$ cat src/hw/rtl/bmrs_pkg.sv
// ----------------------------------------------------------------------------
// bmrs_pkg
// Shared types and constants of the board-management register slave.
// ----------------------------------------------------------------------------
package bmrs_pkg;

  // field widths
  localparam int CMD_W    = 3;
  localparam int BYTE_W   = 8;
  localparam int IDX_W    = 4;
  localparam int REQ_W    = 2;
  localparam int SAMPLE_W = 10;
  localparam int CFG_IX_W = 2;
  localparam int LATCH_W  = 16;
  // average * 129 needs 18 bits
  localparam int PROD_W   = 18;

  // power gain 129 = (1 << 7) + 1
  localparam int POWER_GAIN_SHIFT = 7;

  localparam logic [LATCH_W-1:0] POWER_MAX   = 16'hffff;
  localparam logic [BYTE_W-1:0]  UNUSED_READ = 8'hff;
  localparam logic [BYTE_W-1:0]  TEMP_RESET  = 8'd20;

  localparam logic [BYTE_W-1:0]  BOARD_TYPE_RESET = 8'd3;
  localparam logic [BYTE_W-1:0]  SW_VER_RESET     = 8'd3;
  localparam logic [BYTE_W-1:0]  HW_VER_RESET     = 8'd2;

  // configuration register indexes
  localparam logic [CFG_IX_W-1:0] CFG_BOARD_TYPE = 2'd0;
  localparam logic [CFG_IX_W-1:0] CFG_SW_VER     = 2'd1;
  localparam logic [CFG_IX_W-1:0] CFG_HW_VER     = 2'd2;

  // bus register map
  localparam logic [IDX_W-1:0] MAP_BOARD_TYPE = 4'd0;
  localparam logic [IDX_W-1:0] MAP_SW_VER     = 4'd1;
  localparam logic [IDX_W-1:0] MAP_HW_VER     = 4'd2;
  localparam logic [IDX_W-1:0] MAP_CONTROL    = 4'd3;
  localparam logic [IDX_W-1:0] MAP_TEMP       = 4'd4;
  localparam logic [IDX_W-1:0] MAP_HEATER     = 4'd5;
  localparam logic [IDX_W-1:0] MAP_QUEUE      = 4'd6;
  localparam logic [IDX_W-1:0] MAP_PWR_LOW    = 4'd7;
  localparam logic [IDX_W-1:0] MAP_PWR_HIGH   = 4'd8;

  typedef enum logic [CMD_W-1:0] {
    CMD_ADDR_MATCH = 3'd0,
    CMD_WRITE_BYTE = 3'd1,
    CMD_READ_BYTE  = 3'd2,
    CMD_POST_REQ   = 3'd3,
    CMD_SAMPLE     = 3'd4,
    CMD_PRELOAD    = 3'd5
  } cmd_t;

  typedef enum logic [2:0] {
    S_CLEAR,
    S_IDLE,
    S_LOOK,
    S_ACC,
    S_FILL,
    S_OUT
  } state_t;

endpackage

$ cat src/hw/rtl/bmrs_ram.sv
// ----------------------------------------------------------------------------
// bmrs_ram
// Generic single-write, single-read RAM with registered read data.
// ----------------------------------------------------------------------------
module bmrs_ram #(
  parameter int WIDTH = 8,
  parameter int DEPTH = 16
) (
  input  logic                     clk,
  input  logic                     wr_en,
  input  logic [$clog2(DEPTH)-1:0] wr_addr,
  input  logic [WIDTH-1:0]         wr_data,
  input  logic [$clog2(DEPTH)-1:0] rd_addr,
  output logic [WIDTH-1:0]         rd_data
);

  logic [WIDTH-1:0] mem_r [DEPTH];
  logic [WIDTH-1:0] rd_data_r;

  // write port
  always_ff @(posedge clk) begin
    if (wr_en) begin
      mem_r[wr_addr] <= wr_data;
    end
  end

  // registered read port
  always_ff @(posedge clk) begin
    rd_data_r <= mem_r[rd_addr];
  end

  assign rd_data = rd_data_r;

endmodule

$ cat src/hw/rtl/board_mgmt_register_slave_top.sv
// ----------------------------------------------------------------------------
// board_mgmt_register_slave_top
// Flow: an item is taken in S_IDLE and executed in S_LOOK; a power sample then
//   takes its second pass in S_ACC and a preload sweeps the window in S_FILL
//   (one window RAM write a cycle); S_OUT hands the result to the output register
//   once it is free. in_ready is low while an item is in work or waits in S_OUT.
// Reset: synchronous, active low; afterwards a pass over all 2**WINDOW_SHIFT
//   entries zeroes the sample window, in_ready low; cfg writes are always taken.
// ----------------------------------------------------------------------------
module board_mgmt_register_slave_top #(
  parameter int WINDOW_SHIFT = 7,
  parameter int QUEUE_SLOTS  = 8
) (
  input  logic                             clk,
  input  logic                             rst_n,
  // input items
  input  logic                             in_valid,
  output logic                             in_ready,
  input  logic [bmrs_pkg::CMD_W-1:0]       in_command,
  input  logic                             in_read_direction,
  input  logic [bmrs_pkg::BYTE_W-1:0]      in_data_byte,
  input  logic [bmrs_pkg::REQ_W-1:0]       in_request_code,
  input  logic [bmrs_pkg::SAMPLE_W-1:0]    in_power_sample,
  // result items
  output logic                             out_valid,
  input  logic                             out_ready,
  output logic [bmrs_pkg::BYTE_W-1:0]      out_read_data,
  output logic                             out_alert,
  output logic                             out_heater_enable,
  output logic                             out_control_strobe,
  output logic [bmrs_pkg::BYTE_W-1:0]      out_control_value,
  output logic [bmrs_pkg::SAMPLE_W-1:0]    out_power_average,
  // configuration writes
  input  logic                             cfg_valid,
  output logic                             cfg_ready,
  input  logic [bmrs_pkg::CFG_IX_W-1:0]    cfg_index,
  input  logic [bmrs_pkg::BYTE_W-1:0]      cfg_data
);

  import bmrs_pkg::*;

  localparam int WIN_DEPTH = 1 << WINDOW_SHIFT;
  localparam int TOT_W     = SAMPLE_W + WINDOW_SHIFT;
  localparam int ACC_W     = (TOT_W > PROD_W) ? TOT_W : PROD_W;
  localparam int QAW       = $clog2(QUEUE_SLOTS);
  localparam logic [QAW-1:0] Q_LAST = QAW'(QUEUE_SLOTS - 1);

  // sequencer
  state_t state_r, state_nxt;

  // configuration registers
  logic [BYTE_W-1:0] board_type_r, sw_ver_r, hw_ver_r;

  // register file state
  logic [IDX_W-1:0]    reg_index_r, reg_index_nxt;
  logic                load_pend_r, load_pend_nxt;
  logic [BYTE_W-1:0]   temp_r, temp_nxt;
  logic                heater_r, heater_nxt;
  logic [LATCH_W-1:0]  power_latch_r, power_latch_nxt;
  logic [QAW-1:0]      q_head_r, q_head_nxt;
  logic [QAW-1:0]      q_tail_r, q_tail_nxt;
  logic                alert_r, alert_nxt;
  logic [TOT_W-1:0]    win_total_r, win_total_nxt;
  logic [WINDOW_SHIFT-1:0] win_pos_r, win_pos_nxt;
  logic [WINDOW_SHIFT-1:0] fill_cnt_r, fill_cnt_nxt;
  logic [SAMPLE_W-1:0] avg_r, avg_nxt;

  // captured item
  logic [CMD_W-1:0]    cmd_r, cmd_nxt;
  logic                rd_dir_r, rd_dir_nxt;
  logic [BYTE_W-1:0]   data_r, data_nxt;
  logic [REQ_W-1:0]    req_r, req_nxt;
  logic [SAMPLE_W-1:0] sample_r, sample_nxt;

  // staged result fields
  logic [BYTE_W-1:0]   rdata_r, rdata_nxt;
  logic                strobe_r, strobe_nxt;
  logic [BYTE_W-1:0]   cval_r, cval_nxt;

  // output register
  logic                out_valid_r, out_valid_nxt;
  logic [BYTE_W-1:0]   out_rdata_r, out_rdata_nxt;
  logic                out_alert_r, out_alert_nxt;
  logic                out_heater_r, out_heater_nxt;
  logic                out_strobe_r, out_strobe_nxt;
  logic [BYTE_W-1:0]   out_cval_r, out_cval_nxt;
  logic [SAMPLE_W-1:0] out_avg_r, out_avg_nxt;

  // memories
  logic                    w_we;
  logic [WINDOW_SHIFT-1:0] w_waddr;
  logic [SAMPLE_W-1:0]     w_wdata;
  logic [SAMPLE_W-1:0]     w_rdata;
  logic                    q_we;
  logic [REQ_W-1:0]        q_rdata;

  // shared adder / subtractor
  logic [ACC_W-1:0] alu_a, alu_b, alu_sum;
  logic             alu_sub;

  // helpers
  logic [QAW-1:0]     head_next, tail_next, tail_adv;
  logic [LATCH_W-1:0] power_sat;

  bmrs_ram #(
    .WIDTH (SAMPLE_W),
    .DEPTH (WIN_DEPTH)
  ) u_win_ram (
    .clk     (clk),
    .wr_en   (w_we),
    .wr_addr (w_waddr),
    .wr_data (w_wdata),
    .rd_addr (win_pos_r),
    .rd_data (w_rdata)
  );

  bmrs_ram #(
    .WIDTH (REQ_W),
    .DEPTH (QUEUE_SLOTS)
  ) u_req_ram (
    .clk     (clk),
    .wr_en   (q_we),
    .wr_addr (q_head_r),
    .wr_data (req_r),
    .rd_addr (q_tail_r),
    .rd_data (q_rdata)
  );

  // queue slot stepping, wraps at QUEUE_SLOTS
  assign head_next = (q_head_r == Q_LAST) ? '0 : q_head_r + 1'b1;
  assign tail_next = (q_tail_r == Q_LAST) ? '0 : q_tail_r + 1'b1;

  // shared arithmetic unit
  assign alu_sum   = alu_sub ? (alu_a - alu_b) : (alu_a + alu_b);
  assign power_sat = (alu_sum > ACC_W'(POWER_MAX)) ? POWER_MAX : alu_sum[LATCH_W-1:0];

  assign in_ready  = (state_r == S_IDLE);
  assign cfg_ready = 1'b1;

  // next state and datapath control
  always_comb begin
    state_nxt       = state_r;
    reg_index_nxt   = reg_index_r;
    load_pend_nxt   = load_pend_r;
    temp_nxt        = temp_r;
    heater_nxt      = heater_r;
    power_latch_nxt = power_latch_r;
    q_head_nxt      = q_head_r;
    q_tail_nxt      = q_tail_r;
    alert_nxt       = alert_r;
    win_total_nxt   = win_total_r;
    win_pos_nxt     = win_pos_r;
    fill_cnt_nxt    = fill_cnt_r;
    avg_nxt         = avg_r;
    cmd_nxt         = cmd_r;
    rd_dir_nxt      = rd_dir_r;
    data_nxt        = data_r;
    req_nxt         = req_r;
    sample_nxt      = sample_r;
    rdata_nxt       = rdata_r;
    strobe_nxt      = strobe_r;
    cval_nxt        = cval_r;
    out_rdata_nxt   = out_rdata_r;
    out_alert_nxt   = out_alert_r;
    out_heater_nxt  = out_heater_r;
    out_strobe_nxt  = out_strobe_r;
    out_cval_nxt    = out_cval_r;
    out_avg_nxt     = out_avg_r;
    w_we            = 1'b0;
    w_waddr         = win_pos_r;
    w_wdata         = sample_r;
    q_we            = 1'b0;
    alu_a           = ACC_W'(win_total_r);
    alu_b           = ACC_W'(sample_r);
    alu_sub         = 1'b0;
    tail_adv        = q_tail_r;

    // result taken downstream
    out_valid_nxt = out_valid_r & ~out_ready;

    case (state_r)
      // zero the sample window after reset
      S_CLEAR: begin
        w_we         = 1'b1;
        w_waddr      = fill_cnt_r;
        w_wdata      = '0;
        fill_cnt_nxt = fill_cnt_r + 1'b1;
        if (fill_cnt_r == '1) begin
          state_nxt = S_IDLE;
        end
      end

      // capture the item; RAM reads at tail and window position are issued
      S_IDLE: begin
        if (in_valid) begin
          cmd_nxt    = in_command;
          rd_dir_nxt = in_read_direction;
          data_nxt   = in_data_byte;
          req_nxt    = in_request_code;
          sample_nxt = in_power_sample;
          state_nxt  = S_LOOK;
        end
      end

      // execute the item with RAM read data in hand
      S_LOOK: begin
        rdata_nxt  = '0;
        strobe_nxt = 1'b0;
        cval_nxt   = '0;
        state_nxt  = S_OUT;
        case (cmd_t'(cmd_r))
          CMD_ADDR_MATCH: begin
            if (!rd_dir_r) begin
              load_pend_nxt = 1'b1;
            end
          end

          CMD_WRITE_BYTE: begin
            if (load_pend_r) begin
              reg_index_nxt = data_r[IDX_W-1:0];
              load_pend_nxt = 1'b0;
            end else begin
              case (reg_index_r)
                MAP_CONTROL: begin
                  strobe_nxt = 1'b1;
                  cval_nxt   = data_r;
                end
                MAP_TEMP:   temp_nxt   = data_r;
                MAP_HEATER: heater_nxt = |data_r;
                MAP_QUEUE: begin
                  // acknowledge: drop the oldest request at the tail, clear alert once empty
                  if (q_head_r != q_tail_r) begin
                    tail_adv = tail_next;
                  end
                  q_tail_nxt = tail_adv;
                  if (q_head_r == tail_adv) begin
                    alert_nxt = 1'b0;
                  end
                end
                default: ;
              endcase
              reg_index_nxt = reg_index_r + 1'b1;
            end
          end

          CMD_READ_BYTE: begin
            case (reg_index_r)
              MAP_BOARD_TYPE: rdata_nxt = board_type_r;
              MAP_SW_VER:     rdata_nxt = sw_ver_r;
              MAP_HW_VER:     rdata_nxt = hw_ver_r;
              MAP_CONTROL:    rdata_nxt = '0;
              MAP_TEMP:       rdata_nxt = temp_r;
              MAP_HEATER:     rdata_nxt = BYTE_W'(heater_r);
              MAP_QUEUE: begin
                rdata_nxt = (q_head_r == q_tail_r) ? '0 : BYTE_W'(q_rdata);
              end
              MAP_PWR_LOW: begin
                // average * 129 through the shared adder, saturated
                alu_a           = ACC_W'(avg_r) << POWER_GAIN_SHIFT;
                alu_b           = ACC_W'(avg_r);
                power_latch_nxt = power_sat;
                rdata_nxt       = power_sat[BYTE_W-1:0];
              end
              MAP_PWR_HIGH:   rdata_nxt = power_latch_r[LATCH_W-1:BYTE_W];
              default:        rdata_nxt = UNUSED_READ;
            endcase
            reg_index_nxt = reg_index_r + 1'b1;
          end

          CMD_POST_REQ: begin
            if (head_next != q_tail_r) begin
              q_we       = 1'b1;
              q_head_nxt = head_next;
            end
            alert_nxt = 1'b1;
          end

          CMD_SAMPLE: begin
            // first pass: remove the oldest sample from the total
            alu_a         = ACC_W'(win_total_r);
            alu_b         = ACC_W'(w_rdata);
            alu_sub       = 1'b1;
            win_total_nxt = alu_sum[TOT_W-1:0];
            state_nxt     = S_ACC;
          end

          CMD_PRELOAD: begin
            win_total_nxt = TOT_W'(sample_r) << WINDOW_SHIFT;
            avg_nxt       = sample_r;
            win_pos_nxt   = '0;
            fill_cnt_nxt  = '0;
            state_nxt     = S_FILL;
          end

          default: ;
        endcase
      end

      // second pass: add the new sample, store it, update the average
      S_ACC: begin
        win_total_nxt = alu_sum[TOT_W-1:0];
        avg_nxt       = alu_sum[WINDOW_SHIFT +: SAMPLE_W];
        w_we          = 1'b1;
        win_pos_nxt   = win_pos_r + 1'b1;
        state_nxt     = S_OUT;
      end

      // preload sweep, one window entry a cycle
      S_FILL: begin
        w_we         = 1'b1;
        w_waddr      = fill_cnt_r;
        fill_cnt_nxt = fill_cnt_r + 1'b1;
        if (fill_cnt_r == '1) begin
          state_nxt = S_OUT;
        end
      end

      // hand the result to the output register once it is free
      S_OUT: begin
        if (!out_valid_r || out_ready) begin
          out_valid_nxt  = 1'b1;
          out_rdata_nxt  = rdata_r;
          out_alert_nxt  = alert_r;
          out_heater_nxt = heater_r;
          out_strobe_nxt = strobe_r;
          out_cval_nxt   = cval_r;
          out_avg_nxt    = avg_r;
          state_nxt      = S_IDLE;
        end
      end

      default: state_nxt = S_IDLE;
    endcase
  end

  // control state
  always_ff @(posedge clk) begin
    if (!rst_n) begin
      state_r       <= S_CLEAR;
      fill_cnt_r    <= '0;
      reg_index_r   <= '0;
      load_pend_r   <= 1'b0;
      temp_r        <= TEMP_RESET;
      heater_r      <= 1'b0;
      power_latch_r <= '0;
      q_head_r      <= '0;
      q_tail_r      <= '0;
      alert_r       <= 1'b0;
      win_total_r   <= '0;
      win_pos_r     <= '0;
      avg_r         <= '0;
      out_valid_r   <= 1'b0;
    end else begin
      state_r       <= state_nxt;
      fill_cnt_r    <= fill_cnt_nxt;
      reg_index_r   <= reg_index_nxt;
      load_pend_r   <= load_pend_nxt;
      temp_r        <= temp_nxt;
      heater_r      <= heater_nxt;
      power_latch_r <= power_latch_nxt;
      q_head_r      <= q_head_nxt;
      q_tail_r      <= q_tail_nxt;
      alert_r       <= alert_nxt;
      win_total_r   <= win_total_nxt;
      win_pos_r     <= win_pos_nxt;
      avg_r         <= avg_nxt;
      out_valid_r   <= out_valid_nxt;
    end
  end

  // configuration registers
  always_ff @(posedge clk) begin
    if (!rst_n) begin
      board_type_r <= BOARD_TYPE_RESET;
      sw_ver_r     <= SW_VER_RESET;
      hw_ver_r     <= HW_VER_RESET;
    end else if (cfg_valid) begin
      case (cfg_index)
        CFG_BOARD_TYPE: board_type_r <= cfg_data;
        CFG_SW_VER:     sw_ver_r     <= cfg_data;
        CFG_HW_VER:     hw_ver_r     <= cfg_data;
        default: ;
      endcase
    end
  end

  // payload registers
  always_ff @(posedge clk) begin
    cmd_r        <= cmd_nxt;
    rd_dir_r     <= rd_dir_nxt;
    data_r       <= data_nxt;
    req_r        <= req_nxt;
    sample_r     <= sample_nxt;
    rdata_r      <= rdata_nxt;
    strobe_r     <= strobe_nxt;
    cval_r       <= cval_nxt;
    out_rdata_r  <= out_rdata_nxt;
    out_alert_r  <= out_alert_nxt;
    out_heater_r <= out_heater_nxt;
    out_strobe_r <= out_strobe_nxt;
    out_cval_r   <= out_cval_nxt;
    out_avg_r    <= out_avg_nxt;
  end

  assign out_valid          = out_valid_r;
  assign out_read_data      = out_rdata_r;
  assign out_alert          = out_alert_r;
  assign out_heater_enable  = out_heater_r;
  assign out_control_strobe = out_strobe_r;
  assign out_control_value  = out_cval_r;
  assign out_power_average  = out_avg_r;

endmodule
$ cat config.mk
export PLATFORM = sky130hd
export DESIGN_NAME = board_mgmt_register_slave_top
export DESIGN_NICKNAME = d
export VERILOG_FILES = /design/src/hw/rtl/bmrs_pkg.sv /design/src/hw/rtl/bmrs_ram.sv /design/src/hw/rtl/board_mgmt_register_slave_top.sv
export SDC_FILE = /design/constraint.sdc
export NUM_CORES = 2
export LEC_CHECK = 0
export BUFFER_PORTS_ARGS = -buffer_cell sky130_fd_sc_hd__buf_2
export CORE_AREA = 2 2 365 367
export CTS_CLUSTER_SIZE = 30
export DETAILED_ROUTE_END_ITERATION = 7
export DIE_AREA = 0 0 367 369
export GPL_TIMING_DRIVEN = 0
export SETUP_SLACK_MARGIN = 0.15
export SLEW_MARGIN = 20
export SYNTH_ARGS = -nofsm -noshare
export SYNTH_HDL_FRONTEND = slang
export SYNTH_SLANG_ARGS = --single-unit
$ cat constraint.sdc
create_clock -name clk -period 5.7 [get_ports clk]
set_input_delay 0.57 -clock clk [delete_from_list [all_inputs] [get_ports clk]]
set_output_delay 0.57 -clock clk [all_outputs]
set_load 0.1 [all_outputs]
== Word level (Yosys, flattened, before mapping) ==
Memories as Yosys holds them, arrays and structs flattened. A register that Yosys moved wholly into a read port is not among the register bits.
Index checks and enable logic that the tools add are counted.
Widths: inputs -> output; s select.

* Bits in registers: 176
* Latch bits: 0
* RAM bits: 1296
* ROM bits: 0
* Bits of input ports: 39
* Output and inout bits: 32
* Logic and storage cells: 169
* Memories: 2

{| class="wikitable"
|+ Memories
! memory !! depth !! width !! rd ports !! clocked after Yosys merged registers in !! write ports !! RTL line !! source
|-
| u_win_ram.mem_r || 128 || 10 || 1 || 1 || 1 || bmrs_ram.sv:17 || <nowiki>logic [WIDTH-1:0] mem_r [DEPTH];</nowiki>
|-
| u_req_ram.mem_r || 8 || 2 || 1 || 1 || 1 || bmrs_ram.sv:17 ||
|}

* Add/sub/neg operators: 7
* Multipliers: 0
* Divide/modulo/power cells: 0
* $lt $le $gt $ge: 1
* Equal/unequal tests: 37
* Shift operators: 0
* Muxes and demuxes: 53
* Bitwise logic cells: 5
* Reductions and logical operators: 33

{| class="wikitable"
|+ Operator list
! operator !! number
|-
| $pmux 8 s9 || 1
|-
| $pmux 17 s2 || 2
|-
| $mux 17 || 3
|-
| $mux 10 || 4
|-
| $pmux 10 s2 || 2
|-
| $mux 3 || 11
|-
| $pmux 7 s2 || 2
|-
| $add 18x18->18 || 1
|-
| $eq 3x3->1 const B || 6
|-
| $gt 18x16->1 const B || 1
|-
| $mux 18 || 1
|-
| $pmux 3 s6 || 1
|-
| $reduce_and 2->1 || 9
|-
| $sub 18x18->18 || 1
|-
| $mux 1 || 17
|-
| $eq 4x3->1 const B || 4
|-
| $mux 16 || 1
|-
| $ne 2x2->1 const B || 8
|-
| $reduce_and 4->1 || 4
|-
| $add 7x1->7 const B || 2
|-
| $mux 7 || 2
|-
| $eq 3x2->1 const B || 4
|-
| $reduce_bool 2->1 || 5
|-
| $reduce_and 3->1 || 3
|-
| other kinds (29) || 41
|}

== Logic depth before layout (Yosys ltp) ==
* Depth in word-level cells: 12
* Mapped depth: 26
* Gate-level depth less buffers: 24

== Hierarchy ==
From an unflattened synthesis, not the netlist that was laid out.

* Cells, all modules: 2956
* Area total of the unflattened synthesis: 58856.4 um^2

{| class="wikitable"
|+ By module, submodules not included
! module !! instances !! cells each !! area each (um^2) !! sequential area each (um^2)
|-
| bmrs_ram at u_win_ram || 1 || 1998 || 49354.8 || 38637.1
|-
| board_mgmt_register_slave_top || 1 || 921 || 8794.7 || 4063.9
|-
| bmrs_ram at u_req_ram || 1 || 37 || 706.9 || 520.5
|}

== Worst setup path before layout ==
Ideal clock, no wire load.

* Kind: reg2reg
* Start: reg state_r[0]
* End: mem u_win_ram.mem_r[0][4] (netlist bit) (data pin)
* Library setup time: 0.827 ns
* Data arrival time: 4.321 ns
* Data required time: 4.873 ns
* Path slack: 0.551 ns
* Stages on the path, launching flop included: 7
* Path buffers: 3
* Clock period less this slack: 5.149 ns
* Cell sequence: dfxtp_1 clkbuf_1 or2_2 clkbuf_1 nor2_1 clkbuf_1 nor2b_1

* Cells in the longest elaborated chain, start to end: 2

{| class="wikitable"
|+ RTL lines
! element !! RTL line !! source
|-
| start, declared || board_mgmt_register_slave_top.sv:49 || <nowiki>state_t state_r, state_nxt;</nowiki>
|-
| start signal, assigned || board_mgmt_register_slave_top.sv:354 || <nowiki>state_r <= state_nxt;</nowiki>
|-
| $logic_not 3->1 || board_mgmt_register_slave_top.sv:181 || <nowiki>case (state_r)</nowiki>
|-
| $mux 10 || board_mgmt_register_slave_top.sv:181 ||
|-
| via u_win_ram.wr_data[4] || bmrs_ram.sv:12 || <nowiki>input logic [WIDTH-1:0] wr_data,</nowiki>
|-
| end, declared || bmrs_ram.sv:17 ||
|}

The timed path passes the listed nets, and every way through them passes these cells.

== Worst setup path after layout ==
* Start: reg cmd_r[0]
* End: reg rdata_r[6] (data pin)

* Cells in the longest elaborated chain, start to end: 8
* Elaborated cells between the ends (all ways): 14
* Classes of those cells: add/sub: 2; order compare: 1; eq/ne: 2; mux: 9

{| class="wikitable"
|+ RTL lines
! element !! RTL line !! source
|-
| start, declared || board_mgmt_register_slave_top.sv:69 || <nowiki>logic [CMD_W-1:0] cmd_r, cmd_nxt;</nowiki>
|-
| start signal, assigned || board_mgmt_register_slave_top.sv:389 || <nowiki>cmd_r <= cmd_nxt;</nowiki>
|-
| $eq 3x3->1 or $eq 3x2->1 (tied branches) || board_mgmt_register_slave_top.sv:211 || <nowiki>case (cmd_t'(cmd_r))</nowiki>
|-
| $pmux 10 s2 or $mux 17 (tied branches) || board_mgmt_register_slave_top.sv:211 ||
|-
| $mux 10 or $mux 17 (tied branches) || board_mgmt_register_slave_top.sv:181 ||
|-
| $add 18x18->18 or $sub 18x18->18 (tied branches) || board_mgmt_register_slave_top.sv:134 || <nowiki>assign alu_sum = alu_sub ? (alu_a - alu_b) : (alu_a + alu_b);</nowiki>
|-
| $mux 18 || board_mgmt_register_slave_top.sv:134 ||
|-
| $gt 18x16->1 || board_mgmt_register_slave_top.sv:135 || <nowiki>assign power_sat = (alu_sum > ACC_W'(POWER_MAX)) ? POWER_MAX : alu_sum[LATCH_W-1:0];</nowiki>
|-
| $mux 16 || board_mgmt_register_slave_top.sv:135 ||
|-
| $pmux 8 s9 || board_mgmt_register_slave_top.sv:247 || <nowiki>case (reg_index_r)</nowiki>
|-
| end signal, assigned || board_mgmt_register_slave_top.sv:394 || <nowiki>rdata_r <= rdata_nxt;</nowiki>
|-
| end, declared || board_mgmt_register_slave_top.sv:76 || <nowiki>logic [BYTE_W-1:0] rdata_r, rdata_nxt;</nowiki>
|}

Parallel ways exist; a longest one is shown, timed or not.
A chain may end at the register's enable or synchronous reset.

==> impl_summary.txt <==
----------------------------------------------------
[Worst setup path]
  Critical-path top delay cell ... or3b_4
  Reg2Reg Depth ... 26
  Setup Crit Path Kind ... reg -> reg
  Worst path depth ... 26
  Critical Path AT ... 5950 ps
  Required time worst endpoint ... 6200 ps
  CP endpoint kind ... flop
  Max stage delay on crit path ... 430 ps
  Critical path buffers and inverters ... 4
  Top cell by count, worst path ... nand2_1
  Launching point of the worst reg2reg path ... cmd_r[0]
  Critical Path Source Type ... flop
  CP startpoint ... cmd_r[0]
  Cell type group with the largest total delay on the critical path ... compound AO/OA/AOI/OAI gates
  Max Fanout on Critical Path ... 6

[Global routing]
  Total GRT Usage ... 0.228
  Number of global-route vias before repair ... 31300
  Met2 track demand over resource ... 0.372
  Number of antenna violations at the first check in global routing ... 4
  Grt ovf ... 0
  Maximum number of pins on one net before global-route repair ... 41
  Met1 track demand over resource in global routing ... 0.308
  Met3 demand-to-capacity share in global routing ... 0.0388
  Wire length of the first global-routing pass ... 221000 µm
  Layer with the highest usage after global routing ... met2

[Yosys]
  Area of the mapped netlist ... 58900 µm²
  Number of enable flip-flop cells after synthesis ... 1366
  Sequential area share after synthesis ... 0.734
  Synthesized netlist net count ... 3070
  Synth Register Bits ... 1476
  Primary flip-flop cell chosen by synthesis mapping ... edfxtp_1
  Cell types occupying the most area after synthesis ... edfxtp_1 70%, mux4_2 16%, dfxtp_1 3.7%
  Fraction of synthesis flops using an asynchronous set or reset pin ... 0
  Dominant cell type by area after synthesis ... edfxtp_1
  Mean cell area of the mapped netlist ... 19.6 µm²
  Number of standard cells after synthesis ... 3002
  Count of yosys warnings during synthesis ... 0
  Cell variety after synth ... 80
  Proportion of netlist area held by the largest area contributor ... 0.697

[STA]
  Transition time of the tightest slew-check pin ... 1150 ps
  Period utilization ... 0.957
  Setup repair after global routing missed its margin ... false
  Final TNS setup ... 0 ps
  Worst relative slew slack ... 0.234
  Final number of hold-violating endpoints ... 0
  Number of slew-limit violations in the final report ... 0
  Fmax ... 183 MHz
  Worst clock skew ... 34.7 ps
  Setup-violating endpoint count in the final report ... 0
  Minimum clock period after layout ... 5460 ps

[Layout]
  Share of the core filled with cells in the final layout ... 0.521
  Area growth syn-to-layout ... 16.1%
  Post-route design area ... 68300 µm²
  Net total in the final layout ... 3385
  Ratio of cells with drive above 1 in the final layout ... 0.264
  Number of antenna diodes ... 0

[Power]
  Pleak ... 19.5 nW
  Areal power density over the cells ... 322 nW/µm²
  Power after layout ... 0.0220 W
  VDD IR max ... 0.000250 V

[Clock tree]
  Clock tree from TritonCTS ... done
  Clock-pin slew on the worst setup and hold paths ... 60 ps
  Count of H-tree levels built during CTS ... 4
  Clk_lat worst skew ... 780 ps
  Root cell of the clock tree ... clkbuf_16
  Clk buf depth ... 3
  Number of sinks driven by the clock tree ... 1476
  Total clock buffers created by CTS ... 154

[Die]
  Die H ... 369 µm
  Horizontal extent of the die ... 367 µm
  Number of top-level pins ... 71
  Effective utilization at floorplan ... 0.449
  Core region area ... 131000 µm²
  Std-Cell Rows ... 133
  Area of the die ... 135000 µm²

[Route]
  Wire length per cell after detailed routing ... 29.6 µm
  Overall via count from detail_route ... 31000
  Detailed Route WL ... 154000 µm
  Antenna viol nets, final ... 0
  Routed via count divided by cell count ... 5.97
  DRC violation total after the first TritonRoute iteration ... 3743
  Remaining DRCs ... 0
  DRT Pass-1 Iters ... 6

[Place]
  Port bufs ... 68
  Cell Area, Placed ... 62400 µm²
  Final GP Congestion ... 0.937
  HPWL reported at the end of detailed placement ... 108000 µm

[Worst hold path]
  Hold Path Cell Cnt ... 3
  Tightest Hold Check Type ... in -> reg
  Startpoint of the most critical hold path ... cfg_data[1]

[Job]
  Max-cap viol count ... 0

[Run status]
  Run status ... finished, final reports clean

----------------------------------------------------
power by group:
group	switching [W]	internal (W)	leakage [nW]
combinational	0.000165	0.0000730	5.12
clock	0.00422	0.00580	2.45
sequential	0.0000181	0.0117	11.9
total	0.00441	0.0176	19.5
registers in the layout (all words and copies together), names as in the netlist, 10 cells and up:
name / flops
out_power_average: 10
u_req_ram.mem_r: 16
avg_r: 10
win_total_r: 17
u_win_ram.rd_data: 10
sample_r: 10
u_win_ram.mem_r: 1280
final timing paths:
path	slack [ps]	end
max reg2reg	240	rdata_r[6]
max	240	rdata_r[6]
min reg2reg	420	out_control_value[2]
min	70	sw_ver_r[1]
synthesized netlist by cell type, types with 10 or more instances:
| library cell | number |
|---|---|
| edfxtp_1 | 1366 |
| mux4_2 | 424 |
| nor2_1 | 233 |
| nand2_1 | 130 |
| clkbuf_1 | 118 |
| dfxtp_1 | 110 |
| a21oi_1 | 88 |
| o21ai_0 | 49 |
| nand3_1 | 44 |
| mux2i_1 | 33 |
| buf_1 | 32 |
| ha_1 | 28 |
| xnor2_1 | 21 |
| a22oi_1 | 20 |
| and2_1 | 19 |
| nor3_1 | 19 |
| inv_1 | 18 |
| nand3b_1 | 18 |
| buf_2 | 17 |
| mux2_2 | 15 |
| nor2b_1 | 15 |
| xor2_1 | 15 |
| o31ai_1 | 14 |
| a31oi_1 | 10 |
| o21a_1 | 10 |
kinds of logic (layout without fill, tap and decap cells):
logic type                 count (synthesis)  count (layout)  synth area share
DFF                                     1476            1476             0.734
and+or+nand+nor                          537             537            0.0419
muxes                                    472             472             0.171
AOI/OAI and AO/OA                        258             258            0.0281
buffers and inverters                    192             632            0.0131
xor gates and xnor gates                  37              38           0.00563
adders and majority gates                 29              29           0.00629
other                                      1               1         0.0000637
routing by layer:
layer / share of wire / vias to the layer above
met1: 0.40 / 16400
met4: 0.039 / 4
met2: 0.49 / 1366
met5: 0.00012 / -
met3: 0.069 / 285
li1: - / 13000
cell type report:
class | count | area, µm²
Buffer | 172 | 761
Clock inverter | 82 | 1000
Inverter | 20 | 75.1
Fill cell | 10300 | 62800
Sequential cell | 1476 | 43200
Tap cell | 1755 | 2200
Multi-Input combinational cell | 1335 | 15300
Timing Repair Buffer | 158 | 1700
Clock buffer | 200 | 4090
layout by cell type, fill, tap and decap left out, drive strengths merged, types with 7 or more instances in the layout:
master,synthesis,final
nand2b,7,7
and3,9,9
a221oi,10,10
clkbuf,118,321
nand2,130,130
nor2b,15,15
nor2,237,237
nand3,45,45
xor2,15,15
edfxtp,1366,1366
mux4,424,424
a21oi,88,88
nand3b,18,18
nor3b,9,9
bufinv,0,15
nor3,20,20
buf,54,185
mux2,15,15
xnor2,22,23
ha,28,28
dlygate4sd3,0,24
clkinv,0,58
mux2i,33,33
inv,20,24
and2,20,20
dfxtp,110,110
a22oi,20,20
nor4,7,7
a21o,7,7
o21a,10,10
o31ai,14,14
a31oi,10,10
o22ai,8,8
o21ai,50,50
worst min-delay path: stages:
cell and delay (ps):
buf_2 110, mux2i_1 70, nand2_1 60
metrics by stage:
stage,cells,setup slack [ps],hold WS (ps)
finish,5198,245,67.6
global placement,4825,-4550,403
detailed placement,4864,-654,413
CTS,5180,199,25.3
floorplan,3002,551,400
global route,5198,95.9,51.6
timing repair:
item / CTS / global route
setup endpoints to repair: 30 / 23
pin swaps: 9 / 30
gates cloned: 1 / 0
setup buffers: 9 / 18
resized for setup: 32 / 29
hold buffers: 24 / 0
endpoints found under the hold margin: 24 / 0
(Power assumes the default switching activity.)
